<file path="src/rtl/dltq_pkg.sv">
// Shared types and constants of the delta-list timeout queue.
package dltq_pkg;

   localparam int QUEUE_DEPTH = 32;
   localparam int IDX_W       = $clog2(QUEUE_DEPTH);
   localparam int CNT_W       = $clog2(QUEUE_DEPTH + 1);
   localparam int RESULT_CAP  = 32;
   localparam int N_W         = $clog2(RESULT_CAP + 1);

   localparam logic [1:0] MODE_INSERT  = 2'd0;
   localparam logic [1:0] MODE_REMOVE  = 2'd1;
   localparam logic [1:0] MODE_TICK    = 2'd2;
   localparam logic [1:0] MODE_IGNORED = 2'd3;

   localparam logic [2:0] EV_TIMEOUT  = 3'd0;
   localparam logic [2:0] EV_REMOVED  = 3'd1;
   localparam logic [2:0] EV_INSERTED = 3'd2;
   localparam logic [2:0] EV_FULL     = 3'd3;
   localparam logic [2:0] EV_NOTFOUND = 3'd4;

   typedef struct packed {
      logic [15:0] delta;
      logic [7:0]  waiter;
      logic [5:0]  sema;
   } entry_type;

   typedef enum logic [1:0] {
      CELL_HOLD    = 2'd0,
      CELL_LOAD    = 2'd1,
      CELL_FROM_LO = 2'd2,
      CELL_FROM_HI = 2'd3
   } cell_cmd_type;

endpackage

</file>
<file path="src/rtl/delta_list_timeout_queue.sv">
// Top level: delta-list timeout queue built as a chain of list cells.
//
// Usage: drive req_mode, req_waiter_id, req_sema_id and req_timeout with start;
// the word is taken at a clock edge where start is high and busy is low.
// Modes: insert, remove, tick. Results come out on rsp_* for one cycle each,
// marked by rsp_valid; rsp_last flags the final result of a request.
// Insert: walks the list one cell per cycle to find its place, then shifts
// the cells and fixes the next delta if there is one; one result.
// A full list answers without a walk, with a full result. Remove: searches
// one cell per cycle, merges the delta into the successor if there is one
// and shifts; one result, also when not found. Tick: decrements a non-zero
// head delta, then emits one expired head per cycle, up to 32 results in
// consecutive cycles; a tick with nothing expired gives no result.
// Reset empties the list and clears the result strobe; cell contents are
// not cleared. The receiver cannot stall: each result is taken as it shows.
module delta_list_timeout_queue (
   input  logic        clock,
   input  logic        reset,
   input  logic        start,
   output logic        busy,
   input  logic [1:0]  req_mode,
   input  logic [7:0]  req_waiter_id,
   input  logic [5:0]  req_sema_id,
   input  logic [15:0] req_timeout,
   output logic        rsp_valid,
   output logic [2:0]  rsp_event_res,
   output logic [7:0]  rsp_out_waiter,
   output logic [5:0]  rsp_out_sema,
   output logic        rsp_last
);

   localparam int D  = dltq_pkg::QUEUE_DEPTH;
   localparam int IW = dltq_pkg::IDX_W;
   localparam int CW = dltq_pkg::CNT_W;
   localparam int NW = dltq_pkg::N_W;

   typedef enum logic [6:0] {
      ST_IDLE      = 7'b0000001,
      ST_INS_WALK  = 7'b0000010,
      ST_INS_FIX   = 7'b0000100,
      ST_REM_WALK  = 7'b0001000,
      ST_REM_MERGE = 7'b0010000,
      ST_REM_SHIFT = 7'b0100000,
      ST_TICK_EMIT = 7'b1000000
   } state_type;

   state_type state_ff, state_in;
   logic [CW-1:0] count_ff, count_in;
   logic [CW-1:0] pos_ff, pos_in;
   logic [15:0]   before_ff, before_in;
   logic [15:0]   nd_ff, nd_in;
   logic [NW-1:0] n_ff, n_in;
   logic [7:0]    wid_ff, wid_in;
   logic [5:0]    sid_ff, sid_in;
   logic [15:0]   tmo_ff, tmo_in;
   logic [5:0]    hit_sema_ff, hit_sema_in;

   logic          rv_ff, rv_in;
   logic [2:0]    rev_ff, rev_in;
   logic [7:0]    rw_ff, rw_in;
   logic [5:0]    rs_ff, rs_in;
   logic          rl_ff, rl_in;

   dltq_pkg::entry_type    cells [D];
   dltq_pkg::cell_cmd_type cmds [D];
   dltq_pkg::entry_type    load_bus;

   logic [IW-1:0] pidx, pidx1;
   dltq_pkg::entry_type cur, nxt;
   logic [16:0]   walk_sum, merge_sum;
   logic [CW:0]   pos_p1;

   assign pidx   = pos_ff[IW-1:0];
   assign pos_p1 = {1'b0, pos_ff} + (CW+1)'(1);
   assign pidx1  = pos_p1[IW-1:0];
   assign cur    = cells[pidx];
   assign nxt    = cells[pidx1];
   assign walk_sum  = {1'b0, before_ff} + {1'b0, cur.delta};
   assign merge_sum = {1'b0, cur.delta} + {1'b0, nxt.delta};

   genvar g;
   generate
      for (g = 0; g < D; g++) begin : g_cell
         dltq_cell u_cell (
            .clock      (clock),
            .cmd        (cmds[g]),
            .lo_entry   ((g == 0) ? load_bus : cells[(g == 0) ? 0 : g - 1]),
            .hi_entry   ((g == D - 1) ? load_bus : cells[(g == D - 1) ? g : g + 1]),
            .load_entry (load_bus),
            .entry      (cells[g])
         );
      end
   endgenerate

   always_comb begin
      state_in    = state_ff;
      count_in    = count_ff;
      pos_in      = pos_ff;
      before_in   = before_ff;
      nd_in       = nd_ff;
      n_in        = n_ff;
      wid_in      = wid_ff;
      sid_in      = sid_ff;
      tmo_in      = tmo_ff;
      hit_sema_in = hit_sema_ff;
      rv_in       = 1'b0;
      rev_in      = rev_ff;
      rw_in       = rw_ff;
      rs_in       = rs_ff;
      rl_in       = 1'b1;
      load_bus    = cur;
      for (int i = 0; i < D; i++) begin
         cmds[i] = dltq_pkg::CELL_HOLD;
      end

      case (state_ff)
         ST_IDLE: begin
            if (start) begin
               wid_in    = req_waiter_id;
               sid_in    = req_sema_id;
               tmo_in    = req_timeout;
               pos_in    = '0;
               before_in = '0;
               n_in      = '0;
               case (req_mode)
                  dltq_pkg::MODE_INSERT: begin
                     if (count_ff == CW'(D)) begin
                        rv_in  = 1'b1;
                        rev_in = dltq_pkg::EV_FULL;
                        rw_in  = req_waiter_id;
                        rs_in  = req_sema_id;
                     end else begin
                        state_in = ST_INS_WALK;
                     end
                  end
                  dltq_pkg::MODE_REMOVE: begin
                     state_in = ST_REM_WALK;
                  end
                  dltq_pkg::MODE_TICK: begin
                     if (count_ff != '0) begin
                        if (cells[0].delta != '0) begin
                           load_bus       = cells[0];
                           load_bus.delta = cells[0].delta - 16'd1;
                           cmds[0]        = dltq_pkg::CELL_LOAD;
                        end
                        state_in = ST_TICK_EMIT;
                     end
                  end
                  default: begin
                  end
               endcase
            end
         end

         ST_INS_WALK: begin
            if (pos_ff < count_ff && walk_sum <= {1'b0, tmo_ff}) begin
               before_in = walk_sum[15:0];
               pos_in    = pos_ff + CW'(1);
            end else begin
               nd_in          = tmo_ff - before_ff;
               load_bus.delta  = tmo_ff - before_ff;
               load_bus.waiter = wid_ff;
               load_bus.sema   = sid_ff;
               for (int i = 0; i < D; i++) begin
                  if (CW'(i) == pos_ff) begin
                     cmds[i] = dltq_pkg::CELL_LOAD;
                  end else if (CW'(i) > pos_ff) begin
                     cmds[i] = dltq_pkg::CELL_FROM_LO;
                  end
               end
               count_in = count_ff + CW'(1);
               if (pos_ff < count_ff) begin
                  state_in = ST_INS_FIX;
               end else begin
                  rv_in    = 1'b1;
                  rev_in   = dltq_pkg::EV_INSERTED;
                  rw_in    = wid_ff;
                  rs_in    = sid_ff;
                  state_in = ST_IDLE;
               end
            end
         end

         ST_INS_FIX: begin
            load_bus       = nxt;
            load_bus.delta = nxt.delta - nd_ff;
            for (int i = 0; i < D; i++) begin
               if (IW'(i) == pidx1) begin
                  cmds[i] = dltq_pkg::CELL_LOAD;
               end
            end
            rv_in    = 1'b1;
            rev_in   = dltq_pkg::EV_INSERTED;
            rw_in    = wid_ff;
            rs_in    = sid_ff;
            state_in = ST_IDLE;
         end

         ST_REM_WALK: begin
            if (pos_ff == count_ff) begin
               rv_in    = 1'b1;
               rev_in   = dltq_pkg::EV_NOTFOUND;
               rw_in    = wid_ff;
               rs_in    = '0;
               state_in = ST_IDLE;
            end else if (cur.waiter == wid_ff) begin
               hit_sema_in = cur.sema;
               if (pos_p1 < {1'b0, count_ff}) begin
                  state_in = ST_REM_MERGE;
               end else begin
                  state_in = ST_REM_SHIFT;
               end
            end else begin
               pos_in = pos_ff + CW'(1);
            end
         end

         ST_REM_MERGE: begin
            load_bus       = nxt;
            load_bus.delta = merge_sum[16] ? 16'hFFFF : merge_sum[15:0];
            for (int i = 0; i < D; i++) begin
               if (IW'(i) == pidx1) begin
                  cmds[i] = dltq_pkg::CELL_LOAD;
               end
            end
            state_in = ST_REM_SHIFT;
         end

         ST_REM_SHIFT: begin
            for (int i = 0; i < D; i++) begin
               if (CW'(i) >= pos_ff) begin
                  cmds[i] = dltq_pkg::CELL_FROM_HI;
               end
            end
            count_in = count_ff - CW'(1);
            rv_in    = 1'b1;
            rev_in   = dltq_pkg::EV_REMOVED;
            rw_in    = wid_ff;
            rs_in    = hit_sema_ff;
            state_in = ST_IDLE;
         end

         ST_TICK_EMIT: begin
            if (count_ff != '0 && cells[0].delta == '0
                && n_ff < NW'(dltq_pkg::RESULT_CAP)) begin
               for (int i = 0; i < D; i++) begin
                  cmds[i] = dltq_pkg::CELL_FROM_HI;
               end
               count_in = count_ff - CW'(1);
               n_in     = n_ff + NW'(1);
               rv_in    = 1'b1;
               rev_in   = dltq_pkg::EV_TIMEOUT;
               rw_in    = cells[0].waiter;
               rs_in    = cells[0].sema;
               rl_in    = !(count_ff > CW'(1) && cells[1].delta == '0
                            && n_ff < NW'(dltq_pkg::RESULT_CAP - 1));
               if (rl_in) begin
                  state_in = ST_IDLE;
               end
            end else begin
               state_in = ST_IDLE;
            end
         end

         default: begin
            state_in = ST_IDLE;
         end
      endcase
   end

   always_ff @(posedge clock) begin
      if (reset) begin
         state_ff <= ST_IDLE;
         count_ff <= '0;
         rv_ff    <= 1'b0;
      end else begin
         state_ff <= state_in;
         count_ff <= count_in;
         rv_ff    <= rv_in;
      end
      pos_ff      <= pos_in;
      before_ff   <= before_in;
      nd_ff       <= nd_in;
      n_ff        <= n_in;
      wid_ff      <= wid_in;
      sid_ff      <= sid_in;
      tmo_ff      <= tmo_in;
      hit_sema_ff <= hit_sema_in;
      rev_ff      <= rev_in;
      rw_ff       <= rw_in;
      rs_ff       <= rs_in;
      rl_ff       <= rl_in;
   end

   assign busy           = (state_ff != ST_IDLE);
   assign rsp_valid      = rv_ff;
   assign rsp_event_res  = rev_ff;
   assign rsp_out_waiter = rw_ff;
   assign rsp_out_sema   = rs_ff;
   assign rsp_last       = rl_ff;

endmodule

</file>
<file path="src/rtl/dltq_cell.sv">
// One list position: holds an entry, loads it or takes a neighbor's word.
module dltq_cell (
   input  logic                  clock,
   input  dltq_pkg::cell_cmd_type cmd,
   input  dltq_pkg::entry_type   lo_entry,
   input  dltq_pkg::entry_type   hi_entry,
   input  dltq_pkg::entry_type   load_entry,
   output dltq_pkg::entry_type   entry
);

   dltq_pkg::entry_type entry_ff;
   dltq_pkg::entry_type entry_in;

   always_comb begin
      case (cmd)
         dltq_pkg::CELL_LOAD:    entry_in = load_entry;
         dltq_pkg::CELL_FROM_LO: entry_in = lo_entry;
         dltq_pkg::CELL_FROM_HI: entry_in = hi_entry;
         default:                entry_in = entry_ff;
      endcase
   end

   always_ff @(posedge clock) begin
      entry_ff <= entry_in;
   end

   assign entry = entry_ff;

endmodule

</file>
<file path="config.mk">
export PLATFORM = sky130hd
export DESIGN_NAME = delta_list_timeout_queue
export DESIGN_NICKNAME = d
export VERILOG_FILES = /design/src/rtl/dltq_pkg.sv /design/src/rtl/delta_list_timeout_queue.sv /design/src/rtl/dltq_cell.sv
export SDC_FILE = /design/constraint.sdc
export NUM_CORES = 2
export LEC_CHECK = 0
export ABC_AREA = 1
export BUFFER_PORTS_ARGS = -buffer_cell sky130_fd_sc_hd__buf_2
export CAP_MARGIN = 15
export CORE_MARGIN = 2
export CORE_UTILIZATION = 33
export DETAILED_ROUTE_END_ITERATION = 7
export PLACE_DENSITY_LB_ADDON = 0.08
export SLEW_MARGIN = 0
export SYNTH_ARGS = -nofsm -noshare
export SYNTH_HDL_FRONTEND = slang
export SYNTH_SLANG_ARGS = --single-unit
export TNS_END_PERCENT = 30
</file>
<file path="constraint.sdc">
create_clock -name clock -period 7.9 [get_ports clock]
set_input_delay 0 -clock clock [delete_from_list [all_inputs] [get_ports clock]]
set_output_delay 0 -clock clock [all_outputs]
set_load 0.02 [all_outputs]
</file>
==> reports/qor.log <==
INFO  status         result_of_the_run=finished, final reports clean
INFO  global_routing grt_pass1_vias=74620
INFO  clock_network  clock_latency_on_the_worst_skew_pair=0.84ns
INFO  pwr            p_seq_frac=0.181
INFO  floorplanning  fp-row-count=179
INFO  clock_network  cts.path.max_buffers=3
INFO  global_routing antenna_found_initial=30
INFO  route          detail_route.vias_per_cell=5.878
INFO  sta            layout_min_cycle_time=7.554ns
INFO  route          wirelength=462.1mm
INFO  critical_path  worstPathMaxFanout=102
INFO  critical_path  slowest_stage=buf_4
INFO  critical_path  register_to_register_setup_slack=0.35ns
INFO  route          drt_first_pass_iters=7
INFO  clock_network  tritoncts_clock_tree=yes
INFO  pwr            power_switching=29.58mW
INFO  finish         area.growth.synth_to_final=16.45%
INFO  sta            worst_slack=0.3462ns
INFO  clock_network  htree_levels=4
INFO  sta            tightestPinTransition=1.436ns
INFO  synthesis      synth.cell_area=78760µm²
INFO  global_routing total_grt_overflow=0
INFO  synthesis      postSynthRegisterBits=1072
INFO  global_routing global_route.usage.total=0.3673
INFO  sta            pins_over_slew_limit=0
INFO  synthesis      netlist_top_cells_count=2415 x nand2_1, 2071 x inv_1, 1104 x a21oi_1, 1058 x o21ai_0, 1057 x edfxtp_1
INFO  sta            finalSetupViolations=0
INFO  global_routing grt_pass1_wl=628.3mm
INFO  finish         design.final.nets=11130
INFO  pwr            power-per-cell-area=579.8nW/µm²
INFO  floorplanning  die_area=242600µm²
INFO  clock_network  ctsRootBufferMaster=clkbuf_16
INFO  placement      detailedPlace.worstSlack=0.5288ns
INFO  critical_path  critical-path-max-stage-delay=0.75ns
INFO  pwr            power.combinational.fraction=0.689
INFO  placement      place.detailed.hpwl=336.4mm
INFO  synthesis      synth_async_sr_flop_share=0
INFO  route          drt_drc_violations_left=0
INFO  sta            total_count_of_hold_check_failures_in_the_final_report=0
INFO  critical_path  data_required_time_of_the_worst_path=8.43ns
INFO  hold_path      worst_hold_path_depth=4
INFO  pwr            power_report.internal_total=23.60mW
INFO  critical_path  endpoint_kind=flip-flop
INFO  floorplanning  core_area=237600µm²
INFO  clock_network  cts.sinks=1072
INFO  finish         drive_above_1_share=0.08980
INFO  synthesis      postSynthCellCount=10940
INFO  sta            fin_skew=0.03747ns
INFO  critical_path  arrival=8.08ns
INFO  sta            max_slew_margin=0.03269
INFO  synthesis      synthesized_nets=11090
INFO  run            maximum_capacitance_violations=0
INFO  clock_network  cts.clk_slew.worst_paths=0.06ns
INFO  pwr            irDropWorstVdd=0.4004mV
INFO  hold_path      hold_path_class=in -> reg
INFO  route          drtAntennaViolNets=0
INFO  placement      gp_congestion=0.9906
INFO  critical_path  critical_path_class=reg -> reg
INFO  clock_network  tritoncts_buffer_count=149
INFO  pwr            leakagePower=39.26nW
INFO  floorplanning  floorplan.die.width=492.5µm
INFO  critical_path  critical_path.startpoint_type=flip-flop
INFO  synthesis      syn_area_per_cell=7.197µm²
INFO  sta            fmax=0.1324GHz
INFO  sta            timing.final.crit_share=0.9562
INFO  critical_path  path_common_cell=nand2_1
INFO  route          dr_total_vias=83920
INFO  synthesis      synth_flop_cell=edfxtp_1
INFO  synthesis      synth.yosys.warnings=0
INFO  global_routing pin_count_of_the_biggest_net_entering_global_routing=184
INFO  route          avg_wl_per_cell=32.37µm
INFO  synthesis      synthDistinctLibCells=68
INFO  finish         fin_util=0.3860
INFO  synthesis      synth.yosys.seq_area_share=0.4068
INFO  floorplanning  start_util=0.3314
INFO  floorplanning  io-pin-count=55
INFO  placement      numPortBuffers=54
INFO  synthesis      synth_top_cell_area_share=0.4030
INFO  critical_path  timing.reg2reg.worst_path_depth=39
INFO  synthesis      synth.area.top_cells=edfxtp_1 40%, nand2_1 12%, inv_1 9.9%
INFO  pwr            power.share.switching=0.5563
INFO  synthesis      yosys.cell_count.top_type=nand2_1
INFO  sta            setup_repair_after_global_routing_missed_its_margin=false
INFO  clock_network  cts_setup_buffers=0
INFO  synthesis      netlist.top_cell.by_area=edfxtp_1
INFO  route          dr_iter_0_viols=13330
INFO  synthesis      synth_enable_flop_cells=1057
INFO  pwr            pwr-share-clk=0.130
INFO  floorplanning  die-height=492.5µm
INFO  pwr            total_power=53.18mW
sequential cells by signal, summed over array words and instances, names as in the netlist, 6 cells and up:
name and count:
rsp_out_waiter 8, before_ff 16, n_ff 6, sid_ff 6
state_ff 7, rsp_out_sema 6, nd_ff 16, wid_ff 8
count_ff 6, hit_sema_ff 6, tmo_ff 16, pos_ff 6
g_cell.u_cell.entry 960
worst paths after layout:
| kind | start | end |
|---|---|---|
| max | pos_ff[0] | g_cell[8].u_cell.entry[0] |
| min | req_waiter_id[4] | rsp_out_waiter[4] |
| max reg2reg | pos_ff[0] | g_cell[8].u_cell.entry[0] |
| min reg2reg | count_ff[3] | count_ff[3] |
critical path: cells and delay by family, from the launching register on:
family                   cells  cell delay (ns)
AO/OA/AOI/OAI                8             1.31
adder cells (fa/ha/maj)      2             0.77
buffers and inverters       11             2.54
flip-flops                   1             0.52
AND/OR/NAND/NOR             18             1.99
cell families (layout without fill, tap and decap cells):
kind of cell	count (synthesis)	after routing	share of synthesized area
other cells	0	7	0
fa+ha+maj	110	110	0.01786
compound gates	3388	3388	0.2420
simple gates	3421	3421	0.1794
flops	1072	1072	0.4068
xor+xnor	51	51	0.005767
buf+inv	2901	3061	0.1482
power by group through the flow:
| stage | clock network (mW) | logic (mW) | registers [mW] |
|---|---|---|---|
| finish | 6.90 | 36.6 | 9.63 |
| global route | 7.15 | 39.0 | 9.68 |
| CTS | 6.97 | 35.2 | 9.63 |
| detailed placement | 0 | 35.1 | 9.74 |
| global placement | 0 | 34.9 | 9.74 |
| floorplan | 0 | 19.5 | 9.63 |
cells in the final DEF (no fill, tap or decap), types with 45 or more instances in the layout:
cell type,n
o22ai_1,827
nor2_1,309
buf_12,173
a22oi_1,61
edfxtp_1,1057
o21ai_0,1056
nor3_1,52
buf_2,54
dlygate4sd3_1,69
ha_1,105
buf_4,380
a21oi_1,1083
nand4_1,92
clkbuf_1,45
o211ai_1,123
inv_1,2070
nand3_1,443
nand2_1,2409
clkbuf_16,154
area by class of cell:
class | count | area [µm²]
clock inverters | 66 | 635.6
inverters | 2115 | 7960
clock buffers | 203 | 4078
well taps | 3167 | 3963
flip-flops and latches | 1072 | 32040
repair buffers | 677 | 7305
diodes | 7 | 17.52
multi-input cells | 6970 | 35710
fillers | 24870 | 145900
routing by layer:
metal	up-vias	GRT usage	wire, µm
met5	-	0	108
met4	18	0.09579	13630
met3	659	0.09422	56080
met2	5612	0.5148	185600
met1	40740	0.5520	206600
li1	36890	-	-
metrics by stage:
| step | cell area [µm²] | std cells | TNS (ns) | hold slack, ns |
|---|---|---|---|---|
| after floorplan | 78760 | 10940 | -73.10 | 0.06907 |
| after global placement | 86250 | 13930 | 0 | 0.1805 |
| after detailed placement | 86260 | 13930 | 0 | 0.1841 |
| after CTS | 91670 | 14270 | 0 | 0.006012 |
| after global routing | 91700 | 14270 | 0 | 0.06706 |
| final | 91710 | 14280 | 0 | 0.04498 |
repair_timing:
action                                 CTS  global route
setup endpoints to repair                0             3
endpoints found under the hold margin   81             0
hold buffers                            69             0
gates resized for setup                  0             1
No activity file was read; power rests on OpenSTA's default activity.
